--- config.mk ---
export PLATFORM = sky130hd
export DESIGN_NAME = round_robin_scheduler_unit_flat
export DESIGN_NICKNAME = d
export VERILOG_FILES = /design/src/sv/rrs_pkg.sv /design/src/sv/rrs_channels.sv /design/src/sv/rrs_ready_ring.sv /design/src/sv/round_robin_scheduler_unit.sv /design/src/flat_wrapper.sv
export SDC_FILE = /design/constraint.sdc
export NUM_CORES = 2
export LEC_CHECK = 0
export BUFFER_PORTS_ARGS = -buffer_cell sky130_fd_sc_hd__buf_2
export CORE_UTILIZATION = 40
export DETAILED_ROUTE_END_ITERATION = 6
export GPL_ROUTABILITY_DRIVEN = 0
export SKIP_CTS_REPAIR_TIMING = 1
export SYNTH_ARGS = -nofsm -noshare
export SYNTH_HDL_FRONTEND = slang
export SYNTH_SLANG_ARGS = --single-unit
export TNS_END_PERCENT = 100
--- constraint.sdc ---
create_clock -name clk -period 8.08 [get_ports clk]
set_clock_uncertainty 0.05 [all_clocks]
set_input_delay 1.616 -clock clk [delete_from_list [all_inputs] [get_ports clk]]
set_output_delay 1.616 -clock clk [all_outputs]
set_load 0.005 [all_outputs]
--- src/sv/rrs_pkg.sv ---
// rrs_pkg: constants, codes, record type and time helpers of the round-robin scheduler
// no dependencies; imported by the channel interfaces, the ready ring and the top level
`timescale 1ns / 1ps

package rrs_pkg;

  // sizing
  localparam int MAX_PROCS = 16;
  localparam int FRAC_BITS = 8;
  localparam int IDX_W     = (MAX_PROCS > 1) ? $clog2(MAX_PROCS) : 1;
  localparam int CNT_W     = $clog2(MAX_PROCS + 1);
  localparam int TIME_W    = 32;
  localparam int ID_W      = 8;
  localparam int CMD_W     = 2;
  localparam int KIND_W    = 3;
  localparam int CFG_IDX_W = 1;
  localparam int CFG_W     = 32;

  localparam logic [TIME_W-1:0] TIME_MAX     = '1;
  localparam logic [TIME_W-1:0] QUANTUM_RST  = TIME_W'(1) << FRAC_BITS;
  localparam logic [TIME_W-1:0] QUANTUM_MIN  = TIME_W'(1);
  localparam logic [CNT_W-1:0]  CNT_FULL     = CNT_W'(MAX_PROCS);
  localparam logic [IDX_W-1:0]  IDX_LAST     = IDX_W'(MAX_PROCS - 1);

  // register indexes
  localparam logic [CFG_IDX_W-1:0] REG_TIME_QUANTUM = CFG_IDX_W'(0);
  localparam logic [CFG_IDX_W-1:0] REG_SWITCH_COST  = CFG_IDX_W'(1);

  // input commands
  typedef enum logic [CMD_W-1:0] {
    CMD_LOAD  = 2'd0,
    CMD_STEP  = 2'd1,
    CMD_CLEAR = 2'd2
  } cmd_t;

  // result record kinds
  typedef enum logic [KIND_W-1:0] {
    REC_SLICE    = 3'd0,
    REC_SWITCH   = 3'd1,
    REC_FINISH   = 3'd2,
    REC_ALL_DONE = 3'd3,
    REC_REJECT   = 3'd4
  } kind_t;

  // sequencer states
  typedef enum logic [3:0] {
    S_IDLE,
    S_REJECT,
    S_INSERT,
    S_ADMIT,
    S_ALL_DONE,
    S_POP,
    S_RUN_A,
    S_RUN_B,
    S_SLICE,
    S_FINISH,
    S_SWITCH
  } state_t;

  // one result record
  typedef struct packed {
    kind_t             record_kind;
    logic [ID_W-1:0]   out_proc_id;
    logic [TIME_W-1:0] start_time;
    logic [TIME_W-1:0] end_time;
    logic [TIME_W-1:0] first_start;
    logic              last_of_step;
  } rec_t;

  // ready ring controls
  typedef struct packed {
    logic push;
    logic pop;
    logic clr;
  } ring_ctl_t;

  // saturating time addition
  function automatic logic [TIME_W-1:0] sat_add(input logic [TIME_W-1:0] a,
                                                input logic [TIME_W-1:0] b);
    logic [TIME_W:0] s;
    s = {1'b0, a} + {1'b0, b};
    return s[TIME_W] ? TIME_MAX : s[TIME_W-1:0];
  endfunction

endpackage

--- src/sv/rrs_channels.sv ---
// rrs_channels: valid/ready interfaces of the request channel and the record channel
// depends on rrs_pkg for field widths and the record kind type
`timescale 1ns / 1ps

interface rrs_in_if import rrs_pkg::*; ();
  logic              valid;
  logic              ready;
  logic [CMD_W-1:0]  command;
  logic [ID_W-1:0]   proc_id;
  logic [TIME_W-1:0] arrival_time;
  logic [TIME_W-1:0] burst_time;

  modport source (output valid, command, proc_id, arrival_time, burst_time, input ready);
  modport sink   (input valid, command, proc_id, arrival_time, burst_time, output ready);
endinterface

interface rrs_out_if import rrs_pkg::*; ();
  logic              valid;
  logic              ready;
  kind_t             record_kind;
  logic [ID_W-1:0]   out_proc_id;
  logic [TIME_W-1:0] start_time;
  logic [TIME_W-1:0] end_time;
  logic [TIME_W-1:0] first_start;
  logic              last_of_step;

  modport source (output valid, record_kind, out_proc_id, start_time, end_time,
                  first_start, last_of_step, input ready);
  modport sink   (input valid, record_kind, out_proc_id, start_time, end_time,
                  first_start, last_of_step, output ready);
endinterface

--- src/sv/rrs_ready_ring.sv ---
// rrs_ready_ring: FIFO ring of table indexes waiting to run
// depends on rrs_pkg for sizing and the control struct
`timescale 1ns / 1ps

module rrs_ready_ring import rrs_pkg::*; (
  input  logic             clk,
  input  logic             rst_n,
  input  ring_ctl_t        ctl,
  input  logic [IDX_W-1:0] push_idx,
  output logic [IDX_W-1:0] head_idx,
  output logic [CNT_W-1:0] count
);

  logic [IDX_W-1:0] ring_r [MAX_PROCS];
  logic [IDX_W-1:0] head_r, head_nxt;
  logic [IDX_W-1:0] tail_r, tail_nxt;
  logic [CNT_W-1:0] count_r, count_nxt;
  logic             do_push, do_pop;

  // push is dropped when full
  assign do_push = ctl.push && (count_r != CNT_FULL);
  assign do_pop  = ctl.pop && (count_r != '0);

  // pointer and count update
  always_comb begin
    head_nxt  = head_r;
    tail_nxt  = tail_r;
    count_nxt = count_r;
    if (ctl.clr) begin
      head_nxt  = '0;
      tail_nxt  = '0;
      count_nxt = '0;
    end else begin
      if (do_push) tail_nxt = (tail_r == IDX_LAST) ? '0 : tail_r + IDX_W'(1);
      if (do_pop)  head_nxt = (head_r == IDX_LAST) ? '0 : head_r + IDX_W'(1);
      if (do_push && !do_pop) count_nxt = count_r + CNT_W'(1);
      else if (do_pop && !do_push) count_nxt = count_r - CNT_W'(1);
    end
  end

  always_ff @(posedge clk) begin
    if (!rst_n) begin
      head_r  <= '0;
      tail_r  <= '0;
      count_r <= '0;
    end else begin
      head_r  <= head_nxt;
      tail_r  <= tail_nxt;
      count_r <= count_nxt;
    end
  end

  // ring storage
  always_ff @(posedge clk) begin
    if (do_push && !ctl.clr) ring_r[tail_r] <= push_idx;
  end

  assign head_idx = ring_r[head_r];
  assign count    = count_r;

endmodule

--- src/sv/round_robin_scheduler_unit.sv ---
// round_robin_scheduler_unit: top level, sequencer, process table and record register
// depends on rrs_pkg, rrs_channels (rrs_in_if, rrs_out_if) and rrs_ready_ring
`timescale 1ns / 1ps

// Round-robin scheduler. Load requests insert a process into a 16-entry table kept in
// arrival order; step requests dispatch one time slice and give one to three records
// (slice, completion, context switch), or one all-done record; clear empties everything.
// One request is in work at a time and in_ch.ready is high only while the sequencer is
// idle. A load moves each entry with a later arrival up one place, then writes the new
// entry. A step admits the processes that have arrived, jumping over idle time, and
// gives its records as the output register frees; a rejected request gives one reject
// record. The sequencer walks the table one entry per cycle through one shared read
// port for both insertion and admission, then works out the slice in S_POP, S_RUN_A
// and S_RUN_B. A finished record waits in the output register while the next request
// is taken.

module round_robin_scheduler_unit import rrs_pkg::*; (
  input  logic                 clk,
  input  logic                 rst_n,
  rrs_in_if.sink               in_ch,
  rrs_out_if.source            out_ch,
  input  logic                 cfg_we,
  input  logic [CFG_IDX_W-1:0] cfg_index,
  input  logic [CFG_W-1:0]     cfg_wdata
);

  // configuration registers
  logic [TIME_W-1:0] quantum_r, cost_r;

  always_ff @(posedge clk) begin
    if (!rst_n) begin
      quantum_r <= QUANTUM_RST;
      cost_r    <= '0;
    end else if (cfg_we) begin
      case (cfg_index)
        REG_TIME_QUANTUM: quantum_r <= cfg_wdata;
        REG_SWITCH_COST:  cost_r    <= cfg_wdata;
        default: ;
      endcase
    end
  end

  // process table
  logic [ID_W-1:0]   tbl_id_r      [MAX_PROCS];
  logic [TIME_W-1:0] tbl_arr_r     [MAX_PROCS];
  logic [TIME_W-1:0] tbl_rem_r     [MAX_PROCS];
  logic [TIME_W-1:0] tbl_fs_r      [MAX_PROCS];
  logic              tbl_started_r [MAX_PROCS];

  // sequencer and counters
  state_t            state_r, state_nxt;
  logic [ID_W-1:0]   pid_r;
  logic [TIME_W-1:0] arr_r, burst_r;
  logic [CNT_W-1:0]  pos_r, loaded_r, admitted_r, completed_r;
  logic [IDX_W-1:0]  idx_r;
  logic [TIME_W-1:0] exec_r, start_r, now_r;
  logic              done_r, running_r;

  // output register
  rec_t              out_rec_r, emit_rec;
  logic              out_valid_r;

  // ready ring
  ring_ctl_t         ring_ctl;
  logic [IDX_W-1:0]  ring_push_idx, ring_head;
  logic [CNT_W-1:0]  ring_count;

  rrs_ready_ring u_ring (
    .clk      (clk),
    .rst_n    (rst_n),
    .ctl      (ring_ctl),
    .push_idx (ring_push_idx),
    .head_idx (ring_head),
    .count    (ring_count)
  );

  // shared table read port
  logic [IDX_W-1:0]  pos_m1, arr_addr, ent_addr;
  logic [TIME_W-1:0] rd_arr, rd_rem, quantum_eff;
  logic              in_fire, slot_free, sw_need, admit_ok;

  assign pos_m1   = IDX_W'(pos_r - CNT_W'(1));
  assign arr_addr = (state_r == S_INSERT) ? pos_m1 : admitted_r[IDX_W-1:0];
  assign ent_addr = (state_r == S_INSERT) ? pos_m1 : idx_r;
  assign rd_arr   = tbl_arr_r[arr_addr];
  assign rd_rem   = tbl_rem_r[ent_addr];

  assign quantum_eff = (quantum_r == '0) ? QUANTUM_MIN : quantum_r;
  assign in_fire     = in_ch.valid && in_ch.ready;
  assign slot_free   = !out_valid_r || out_ch.ready;
  assign admit_ok    = (admitted_r < loaded_r) && (rd_arr <= now_r);
  assign sw_need     = (cost_r != '0) && (completed_r < loaded_r) && (ring_count != '0);

  // strobes from the sequencer
  logic st_load, st_step, st_clear, ins_shift, ins_write;
  logic adm_push, adm_jump, do_pop, run_a, run_b, emit, sw_emit;

  // next state and outputs
  always_comb begin
    state_nxt = state_r;
    st_load   = 1'b0;
    st_step   = 1'b0;
    st_clear  = 1'b0;
    ins_shift = 1'b0;
    ins_write = 1'b0;
    adm_push  = 1'b0;
    adm_jump  = 1'b0;
    do_pop    = 1'b0;
    run_a     = 1'b0;
    run_b     = 1'b0;
    emit      = 1'b0;
    sw_emit   = 1'b0;
    emit_rec  = '{record_kind: REC_REJECT, out_proc_id: '0, start_time: '0,
                  end_time: '0, first_start: '0, last_of_step: 1'b1};
    case (state_r)
      S_IDLE: begin
        if (in_fire) begin
          case (in_ch.command)
            CMD_LOAD: begin
              if (running_r || loaded_r == CNT_FULL) state_nxt = S_REJECT;
              else begin
                st_load   = 1'b1;
                state_nxt = S_INSERT;
              end
            end
            CMD_STEP: begin
              st_step   = 1'b1;
              state_nxt = S_ADMIT;
            end
            CMD_CLEAR: st_clear = 1'b1;
            default:   state_nxt = S_REJECT;
          endcase
        end
      end
      S_REJECT: begin
        if (slot_free) begin
          emit      = 1'b1;
          state_nxt = S_IDLE;
        end
      end
      // move later arrivals up one place, then write the new entry
      S_INSERT: begin
        if (pos_r != '0 && rd_arr > arr_r) ins_shift = 1'b1;
        else begin
          ins_write = 1'b1;
          state_nxt = S_IDLE;
        end
      end
      // admit arrived processes, jump over idle time
      S_ADMIT: begin
        if (admit_ok) adm_push = 1'b1;
        else if (ring_count != '0) state_nxt = S_POP;
        else if (admitted_r >= loaded_r) state_nxt = S_ALL_DONE;
        else adm_jump = 1'b1;
      end
      S_ALL_DONE: begin
        emit_rec.record_kind = REC_ALL_DONE;
        emit_rec.start_time  = now_r;
        emit_rec.end_time    = now_r;
        if (slot_free) begin
          emit      = 1'b1;
          state_nxt = S_IDLE;
        end
      end
      S_POP: begin
        do_pop    = 1'b1;
        state_nxt = S_RUN_A;
      end
      S_RUN_A: begin
        run_a     = 1'b1;
        state_nxt = S_RUN_B;
      end
      S_RUN_B: begin
        run_b     = 1'b1;
        state_nxt = S_SLICE;
      end
      S_SLICE: begin
        emit_rec.record_kind  = REC_SLICE;
        emit_rec.out_proc_id  = tbl_id_r[idx_r];
        emit_rec.start_time   = start_r;
        emit_rec.end_time     = now_r;
        emit_rec.last_of_step = !done_r && !sw_need;
        if (slot_free) begin
          emit = 1'b1;
          if (done_r) state_nxt = S_FINISH;
          else if (sw_need) state_nxt = S_SWITCH;
          else state_nxt = S_IDLE;
        end
      end
      S_FINISH: begin
        emit_rec.record_kind  = REC_FINISH;
        emit_rec.out_proc_id  = tbl_id_r[idx_r];
        emit_rec.end_time     = now_r;
        emit_rec.first_start  = tbl_fs_r[idx_r];
        emit_rec.last_of_step = !sw_need;
        if (slot_free) begin
          emit      = 1'b1;
          state_nxt = sw_need ? S_SWITCH : S_IDLE;
        end
      end
      S_SWITCH: begin
        emit_rec.record_kind = REC_SWITCH;
        emit_rec.start_time  = now_r;
        emit_rec.end_time    = sat_add(now_r, cost_r);
        if (slot_free) begin
          emit      = 1'b1;
          sw_emit   = 1'b1;
          state_nxt = S_IDLE;
        end
      end
      default: state_nxt = S_IDLE;
    endcase
  end

  assign in_ch.ready = (state_r == S_IDLE);

  // ring controls
  assign ring_ctl.push  = adm_push || (run_b && (rd_rem == exec_r) == 1'b0);
  assign ring_ctl.pop   = do_pop;
  assign ring_ctl.clr   = st_clear;
  assign ring_push_idx  = adm_push ? admitted_r[IDX_W-1:0] : idx_r;

  // state register
  always_ff @(posedge clk) begin
    if (!rst_n) state_r <= S_IDLE;
    else        state_r <= state_nxt;
  end

  // control counters and time
  always_ff @(posedge clk) begin
    if (!rst_n) begin
      loaded_r    <= '0;
      admitted_r  <= '0;
      completed_r <= '0;
      now_r       <= '0;
      running_r   <= 1'b0;
    end else begin
      if (st_clear) begin
        loaded_r    <= '0;
        admitted_r  <= '0;
        completed_r <= '0;
        now_r       <= '0;
        running_r   <= 1'b0;
      end
      if (st_step)   running_r  <= 1'b1;
      if (ins_write) loaded_r   <= loaded_r + CNT_W'(1);
      if (adm_push)  admitted_r <= admitted_r + CNT_W'(1);
      if (adm_jump)  now_r      <= rd_arr;
      if (run_b) begin
        now_r <= sat_add(now_r, exec_r);
        if (rd_rem == exec_r) completed_r <= completed_r + CNT_W'(1);
      end
      if (sw_emit)   now_r      <= emit_rec.end_time;
    end
  end

  // request fields and slice working registers
  always_ff @(posedge clk) begin
    if (in_fire) begin
      pid_r   <= in_ch.proc_id;
      arr_r   <= in_ch.arrival_time;
      burst_r <= in_ch.burst_time;
    end
    if (st_load)   pos_r <= loaded_r;
    if (ins_shift) pos_r <= pos_r - CNT_W'(1);
    if (do_pop)    idx_r <= ring_head;
    if (run_a) begin
      exec_r  <= (quantum_eff < rd_rem) ? quantum_eff : rd_rem;
      start_r <= now_r;
    end
    if (run_b)     done_r <= (rd_rem == exec_r);
  end

  // table payload
  always_ff @(posedge clk) begin
    if (ins_shift) begin
      tbl_id_r[pos_r[IDX_W-1:0]]  <= tbl_id_r[pos_m1];
      tbl_arr_r[pos_r[IDX_W-1:0]] <= rd_arr;
      tbl_rem_r[pos_r[IDX_W-1:0]] <= rd_rem;
    end
    if (ins_write) begin
      tbl_id_r[pos_r[IDX_W-1:0]]  <= pid_r;
      tbl_arr_r[pos_r[IDX_W-1:0]] <= arr_r;
      tbl_rem_r[pos_r[IDX_W-1:0]] <= burst_r;
      tbl_fs_r[pos_r[IDX_W-1:0]]  <= '0;
    end
    if (run_a && !tbl_started_r[idx_r]) tbl_fs_r[idx_r] <= now_r;
    if (run_b) tbl_rem_r[idx_r] <= rd_rem - exec_r;
  end

  // started flags
  always_ff @(posedge clk) begin
    if (!rst_n || st_clear) begin
      for (int i = 0; i < MAX_PROCS; i++) tbl_started_r[i] <= 1'b0;
    end else begin
      if (ins_write) tbl_started_r[pos_r[IDX_W-1:0]] <= 1'b0;
      if (run_a)     tbl_started_r[idx_r] <= 1'b1;
    end
  end

  // output record register
  always_ff @(posedge clk) begin
    if (!rst_n) out_valid_r <= 1'b0;
    else if (emit) out_valid_r <= 1'b1;
    else if (out_ch.ready) out_valid_r <= 1'b0;
  end

  always_ff @(posedge clk) begin
    if (emit) out_rec_r <= emit_rec;
  end

  assign out_ch.valid        = out_valid_r;
  assign out_ch.record_kind  = out_rec_r.record_kind;
  assign out_ch.out_proc_id  = out_rec_r.out_proc_id;
  assign out_ch.start_time   = out_rec_r.start_time;
  assign out_ch.end_time     = out_rec_r.end_time;
  assign out_ch.first_start  = out_rec_r.first_start;
  assign out_ch.last_of_step = out_rec_r.last_of_step;

  // invariants of counters and sequencing
  a_admit_le_loaded: assert property (@(posedge clk) disable iff (!rst_n)
    admitted_r <= loaded_r && loaded_r <= CNT_FULL)
    else $error("admitted count exceeds loaded count");

  a_ring_le_admitted: assert property (@(posedge clk) disable iff (!rst_n)
    ring_count <= admitted_r)
    else $error("ready ring holds more entries than were admitted");

  a_step_sets_running: assert property (@(posedge clk) disable iff (!rst_n)
    in_fire && in_ch.command == CMD_STEP |=> running_r)
    else $error("step request did not mark the scheduler running");

  a_no_emit_when_busy: assert property (@(posedge clk) disable iff (!rst_n)
    out_valid_r && !out_ch.ready |=> !emit || $past(emit) == 1'b0 || out_valid_r)
    else $error("record written over a pending record");

endmodule
--- src/flat_wrapper.sv ---
// flat-port wrapper written by rule: the top's interface ports become plain ports
module round_robin_scheduler_unit_flat import rrs_pkg::*;
  (clk, rst_n, cfg_we, cfg_index, cfg_wdata, in_ch_valid, in_ch_command, in_ch_proc_id, in_ch_arrival_time, in_ch_burst_time, in_ch_ready, out_ch_valid, out_ch_record_kind, out_ch_out_proc_id, out_ch_start_time, out_ch_end_time, out_ch_first_start, out_ch_last_of_step, out_ch_ready);
  rrs_in_if in_ch_i ();
  rrs_out_if out_ch_i ();
  input  logic clk;
  input  logic rst_n;
  input  logic cfg_we;
  input  logic [CFG_IDX_W-1:0] cfg_index;
  input  logic [CFG_W-1:0] cfg_wdata;
  input wire logic [$bits(in_ch_i.valid)-1:0] in_ch_valid;
  input wire logic [$bits(in_ch_i.command)-1:0] in_ch_command;
  input wire logic [$bits(in_ch_i.proc_id)-1:0] in_ch_proc_id;
  input wire logic [$bits(in_ch_i.arrival_time)-1:0] in_ch_arrival_time;
  input wire logic [$bits(in_ch_i.burst_time)-1:0] in_ch_burst_time;
  output wire logic [$bits(in_ch_i.ready)-1:0] in_ch_ready;
  output wire logic [$bits(out_ch_i.valid)-1:0] out_ch_valid;
  output wire logic [$bits(out_ch_i.record_kind)-1:0] out_ch_record_kind;
  output wire logic [$bits(out_ch_i.out_proc_id)-1:0] out_ch_out_proc_id;
  output wire logic [$bits(out_ch_i.start_time)-1:0] out_ch_start_time;
  output wire logic [$bits(out_ch_i.end_time)-1:0] out_ch_end_time;
  output wire logic [$bits(out_ch_i.first_start)-1:0] out_ch_first_start;
  output wire logic [$bits(out_ch_i.last_of_step)-1:0] out_ch_last_of_step;
  input wire logic [$bits(out_ch_i.ready)-1:0] out_ch_ready;
  assign in_ch_i.valid = in_ch_valid;
  assign in_ch_i.command = in_ch_command;
  assign in_ch_i.proc_id = in_ch_proc_id;
  assign in_ch_i.arrival_time = in_ch_arrival_time;
  assign in_ch_i.burst_time = in_ch_burst_time;
  assign in_ch_ready = in_ch_i.ready;
  assign out_ch_valid = out_ch_i.valid;
  assign out_ch_record_kind = out_ch_i.record_kind;
  assign out_ch_out_proc_id = out_ch_i.out_proc_id;
  assign out_ch_start_time = out_ch_i.start_time;
  assign out_ch_end_time = out_ch_i.end_time;
  assign out_ch_first_start = out_ch_i.first_start;
  assign out_ch_last_of_step = out_ch_i.last_of_step;
  assign out_ch_i.ready = out_ch_ready;
  round_robin_scheduler_unit u_core (.clk(clk), .rst_n(rst_n), .in_ch(in_ch_i), .out_ch(out_ch_i), .cfg_we(cfg_we), .cfg_index(cfg_index), .cfg_wdata(cfg_wdata));
endmodule
# Word level (Yosys, flattened, before mapping)
# Memory sizes are Yosys's and may differ from the RTL's. A register that Yosys moved wholly into a read port is not among the register bits.
# Index checks and enable logic that the tools add are counted.
# word_totals
output_inout_bits	110
ramBits	1744
regBits	340
input_bits	112
mem_count	6
# mem_list
memory	depth	width	read_ports	rd_ports_with_merged_regs	wr	line	text
u_core.tbl_arr_r	16	32	1	0	1	round_robin_scheduler_unit.sv:45	logic [TIME_W-1:0] tbl_arr_r [MAX_PROCS];
u_core.tbl_fs_r	16	32	1	1	1	round_robin_scheduler_unit.sv:47	logic [TIME_W-1:0] tbl_fs_r [MAX_PROCS];
u_core.tbl_rem_r	16	32	1	0	1	round_robin_scheduler_unit.sv:46	logic [TIME_W-1:0] tbl_rem_r [MAX_PROCS];
u_core.tbl_id_r	16	8	2	1	1	round_robin_scheduler_unit.sv:44	logic [ID_W-1:0] tbl_id_r [MAX_PROCS];
u_core.u_ring.ring_r	16	4	1	1	1	rrs_ready_ring.sv:14	logic [IDX_W-1:0] ring_r [MAX_PROCS];
u_core.tbl_started_r	16	1	1	0	16	round_robin_scheduler_unit.sv:48	logic tbl_started_r [MAX_PROCS];
# classes
muxes	102
n_lt_le_gt_ge	6
n_bitwise	6
eq_ne	25
n_reduce_logical	53
addsub	11
# ops
operator	n
32-bit 2-to-1 mux	12
32-bit case mux with 2 select lines	2
4-bit 2-to-1 mux	19
32-bit by 32-bit adder with 33-bit output	2
32-bit OR reduction	2
1-bit 2-to-1 mux	53
5-bit 2-to-1 mux	10
4-bit case mux with 9 select lines	1
32-bit equality test	1
32-bit greater-than comparator	1
32-bit <= comparator	1
32-bit logical NOT	1
32-bit less-than comparator	1
32-bit nonzero test	1
32-bit subtractor	1
5-bit by 1-bit adder with 5-bit output (second input constant)	4
4-bit equality test (second input constant)	5
4-bit by 3-bit equality test with 1-bit output (second input constant)	4
1-bit logical AND	13
3-bit case mux with 4 select lines	1
4-bit case mux with 3 select lines	1
2-bit nonzero test	6
1-bit logical NOT	10
5-bit less-than comparator	2
other kinds (28)	49

# Depth between registers and ports, before layout
# An unclocked memory read counts as a cell.
# depth
word_depth	13
mapped_depth	32
ltp_nobuf	27

# Cells and area by module
# A second synthesis with hierarchy kept.
# unflattened
hier_cells	5497
area_unflattened_um2	91956.9
# by_module_without_submodules
mod	area_each_um2	instances	cells_each
round_robin_scheduler_unit	88576.2	1	5285
rrs_ready_ring	3380.7	1	212

# Worst setup path after synthesis
# OpenSTA, ideal clock, no wires.
# synth_timing
kind	input to register
from	input port out_ch_ready
to	register u_core.out_rec_r, in the netlist u_core.out_ch.end_time[0], enable pin
slack_ns	1.273
setup_ns	0.577
path_buffers	0
t_arrival_ns	6.180
required_time_ns	7.453
cell_stages	2
cell_sequence	nor2b_1 > nor2_1
# synth_between
elab_chain_len	3
# synth_rtl
item	line	text
start: declaration	flat_wrapper.sv:24	input wire logic [$bits(out_ch_i.ready)-1:0] out_ch_ready;
1-bit logical OR	round_robin_scheduler_unit.sv:90	assign slot_free = !out_valid_r || out_ch.ready;
1-bit 2-to-1 mux (2 in a row)	n/a	
net u_core.emit	round_robin_scheduler_unit.sv:96	logic adm_push, adm_jump, do_pop, run_a, run_b, emit, sw_emit;
end signal: assignment	round_robin_scheduler_unit.sv:309	if (emit) out_rec_r <= emit_rec;
end: declaration	round_robin_scheduler_unit.sv:60	rec_t out_rec_r, emit_rec;
# The timed path passes the listed nets, and every way through them passes these cells.
# A chain may end at the register's enable or synchronous reset.

# Worst setup path after layout
# layout_timing
from	register u_core.state_r[1]
to	register u_core.u_ring.count_r[4] (netlist: u_core.u_ring.count[4])
# layout_between
elab_chain_len	12
word_cells_on_any_way	31
# layout_rtl
item	line	text
start: declaration	round_robin_scheduler_unit.sv:51	state_t state_r, state_nxt;
start signal: assignment	round_robin_scheduler_unit.sv:226	else state_r <= state_nxt;
4-bit by 2-bit equality test with 1-bit output	round_robin_scheduler_unit.sv:83, round_robin_scheduler_unit.sv:84	
4-bit 2-to-1 mux	round_robin_scheduler_unit.sv:83	assign arr_addr = (state_r == S_INSERT) ? pos_m1 : admitted_r[IDX_W-1:0];
memory 16 x 32 bit	n/a	
32-bit <= comparator	round_robin_scheduler_unit.sv:91	assign admit_ok = (admitted_r < loaded_r) && (rd_arr <= now_r);
1-bit logical AND	round_robin_scheduler_unit.sv:91	
1-bit 2-to-1 mux	round_robin_scheduler_unit.sv:151	if (admit_ok) adm_push = 1'b1;
1-bit 2-to-1 mux	round_robin_scheduler_unit.sv:115	case (state_r)
1-bit logical OR *	round_robin_scheduler_unit.sv:218	assign ring_ctl.push = adm_push || (run_b && (rd_rem == exec_r) == 1'b0);
1-bit logical AND *	rrs_ready_ring.sv:21	assign do_push = ctl.push && (count_r != CNT_FULL);
net u_core.u_ring.do_push	rrs_ready_ring.sv:18	logic do_push, do_pop;
1-bit logical NOT	rrs_ready_ring.sv:37	else if (do_pop && !do_push) count_nxt = count_r - CNT_W'(1);
1-bit logical AND	rrs_ready_ring.sv:37	
2-bit nonzero test (no line)	n/a	
end signal: assignment	rrs_ready_ring.sv:49	count_r <= count_nxt;
end: declaration	rrs_ready_ring.sv:17	logic [CNT_W-1:0] count_r, count_nxt;
# Mark *: on every way through the listed nets, which the timed path passes. The rest lies on a longest branch.

==> results.py <==
metrics = {
    "yosys": {
        "ys_async_sr_fraction": 0,
        "ys_seq_elements": 2128,
        "syn_inst": 5466,
        "ys_warn_count": 0,
        "synthTopCellsByArea": "edfxtp_1 65%, mux4_2 13%, ha_1 3.0%",
        "synthMuxAreaShare": 0.151,
        "synth_simple_gate_area_frac": 0.0497,
        "syn_nets": 5799,
        "syn_area_mm2": 0.0919,
        "synth_xor_area_frac": 0.00742,
        "syn_avg_cell_area_um2": 16.8,
        "synth_compound_area_frac": 0.0601,
        "synth_cell_types": 77,
        "synth_top_area_frac": 0.653,
        "synth_top_family_by_area": "multiplexers",
        "ys_seq_area_frac": 0.681,
        "yosys.area.top_type": "edfxtp_1",
        "synth-adder-area-share": 0.0304,
        "ys.flop_type": "edfxtp_1",
        "synth-edff-count": 1998,
    },
    "floorplanning": {
        "rows": 175,
        "ios": 222,
        "start_util": 0.403,
        "die_w_um": 481,
        "fp.dieH_um": 481,
        "die-area_mm2": 0.232,
        "core_mm2": 0.228,
    },
    "timing": {
        "rsz0062_at_grt": "no",
        "max-slew-margin-rel": 0.151,
        "maxSlewViolCount": 0,
        "finalSetupViolCount": 0,
        "worst_pin_slew_ns": 1.27,
        "whs_ns": 0.432,
        "period_share": 0.912,
        "fmax_mhz": 136,
        "min_period_ns": 7.37,
        "hold_viol_final": 0,
        "fin_tns_setup_ns": 0,
    },
    "detailed_routing": {
        "antenna_left": 0,
        "finalWirelength_mm": 259,
        "drc_errors": 0,
        "drt_iter0_drc": 5551,
        "drt_pass1_iterations": 5,
        "via_count": 52400,
        "vias_per_cell": 5.81,
        "wl_per_cell_um": 28.7,
    },
    "final_layout": {
        "syn2layout_area_growth_pct": 14.6,
        "multi_input_area_mm2": 0.0279,
        "area.sequential_mm2": 0.0626,
        "drive_gt1_frac": 0.239,
        "fin_nets": 6148,
        "nFillCells": 19400,
    },
    "global_route": {
        "grt_use_met1": 0.306,
        "antenna_found_initial": 28,
        "met2_usage": 0.355,
        "grt_pass1_wl_mm": 367,
        "grt_pass1_vias": 51400,
        "track_usage": 0.221,
        "use_met3": 0.0328,
        "gr-total-overflow": 0,
        "grt_busiest_layer": "met2",
        "grt_max_degree": 145,
    },
    "placed_design": {
        "hpwl_mm": 159,
        "port_buffers": 221,
    },
    "power_and_ir_drop": {
        "ir_drop_uv": 298,
        "p_leak_nw": 34.6,
        "power_density_mw_per_mm2": 295,
    },
    "critical_path": {
        "required_ns": 8.75,
        "critical_path_class": "flop to flop",
        "worst-endpoint-arrival_ns": 8.05,
        "critPathCaptureType": "flop",
        "cp_common_cell": "buf_4",
        "slowest_delay_ns": 0.78,
        "crit_path_max_fanout": 23,
        "slowest_stage": "or4_1",
        "critPathLaunchType": "flop",
    },
    "cts": {
        "clock_latency_ns": 0.88,
        "clockBufferDepth": 3,
        "root_buffer": "clkbuf_16",
        "cts.clk_slew.worst_paths_ns": 0.06,
        "cts_buffers": 218,
        "clock_sinks": 2128,
        "cts.htree.levels": 4,
        "cts_tree": "done",
    },
    "run": {
        "drv_cap": 0,
    },
    "min_path": {
        "hold_path_class": "flop to flop",
    },
    "outcome": {
        "status": "complete, no violations",
    },
}
final cells by class:
type | instances | share of cell area
clock buffer | 271 | 0.0552
antenna | 14 | 0.000333
inverter | 178 | 0.00638
clock inverter | 139 | 0.0147
timing repair buffer | 433 | 0.0286
tap | 3009 | 0.0358
sequential | 2128 | 0.595
multi-input combinational | 2856 | 0.265
where the power goes:
part | leakage [nW] | internal, mW | switching, mW | total [mW]
Combinational | 12.7 | 2.29 | 4.15 | 6.44
Clock | 3.56 | 5.92 | 4.36 | 10.3
Sequential | 18.3 | 13.9 | 0.465 | 14.3
stage by stage:
stage / worst slack [ns] / cells / utilization / area [um2] / total power, mW
2_1_floorplan: 1.27 / 5466 / - / 91900 / 18.2
3_3_place_gp: 0.850 / 8604 / 0.429 / 97900 / 20.9
6_report: 0.707 / 9028 / 0.462 / 105000 / 31.0
4_1_cts: 0.472 / 9014 / 0.462 / 105000 / 31.2
5_1_grt: 0.303 / 9018 / 0.462 / 105000 / 32.2
3_5_place_dp: 0.531 / 8604 / 0.429 / 97900 / 21.0
critical path: cells and delay by family, from the launching register on:
kind | cells | cell delay, ns
adders and majority gates | 3 | 0.93
and+or+nand+nor | 8 | 1.91
DFF | 1 | 0.62
buffers and inverters | 6 | 1.36
xor gates and xnor gates | 2 | 0.29
AOI/OAI and AO/OA | 6 | 1.15
muxes | 2 | 0.87
kinds of logic (layout without fill, tap and decap cells):
group,count (synthesis),count (layout)
other cells,0,14
xor+xnor,77,77
fa+ha+maj,221,221
flops,2128,2128
simple gates,951,951
mux,735,735
buf+inv,482,1021
compound gates,872,872
cells in the final DEF (no fill, tap or decap), types with 165 or more instances in the layout:
master	count
buf_2	221
mux4_2	511
nand2_1	360
ha_1	217
edfxtp_1	1998
a21oi_1	290
inv_1	174
o21ai_0	165
buf_4	187
clkbuf_16	221
cell usage after synthesis (9+ instances only):
cell         n
mux2i_1    149
o21ai_0    171
clkbuf_1   204
a22oi_1      9
nand2b_1    32
nor4_1      29
buf_1       52
buf_2       43
a21o_1      89
ha_1       217
a31oi_1     47
mux4_2     511
nand2_1    360
nand3_1     38
a211oi_1    57
nor2_1     191
inv_1      177
edfxtp_1  1998
nand4_1     40
or3_1       13
nor2b_1    102
dfxtp_1    130
xnor2_1     39
o211ai_1    18
nor3_1      24
a22o_1      39
xor2_1      37
and2_1      50
a21oi_1    293
mux2_2      75
o21a_1      27
and3_1      32
per-layer routing:
layer | share of wire | wire length (um) | vias up
li1 | - | - | 22500
met3 | 0.072 | 18500 | 457
met2 | 0.48 | 123000 | 2178
met4 | 0.036 | 9420 | 8
met1 | 0.42 | 108000 | 27300
met5 | 0.00020 | 53 | -
final timing paths:
| check | start | end | slack (ns) | depth (start not counted) |
|---|---|---|---|---|
| setup / recovery | u_core.state_r[1] | u_core.u_ring.count[4] | 0.71 | 27 |
| setup reg to reg | u_core.state_r[1] | u_core.u_ring.count[4] | 0.71 | 27 |
| hold / removal | u_core.quantum_r[0] | u_core.quantum_r[0] | 0.43 | 2 |
| hold reg to reg | u_core.quantum_r[0] | u_core.quantum_r[0] | 0.43 | 2 |
sequential cells by signal, summed over array words and instances (netlist names), 64 cells and up:
| name | count |
|---|---|
| u_core.tbl_id_r | 128 |
| u_core.tbl_arr_r | 512 |
| u_core.u_ring.ring_r | 64 |
| u_core.tbl_fs_r | 512 |
| u_core.tbl_rem_r | 512 |
Power figures use the tool's default switching activity.
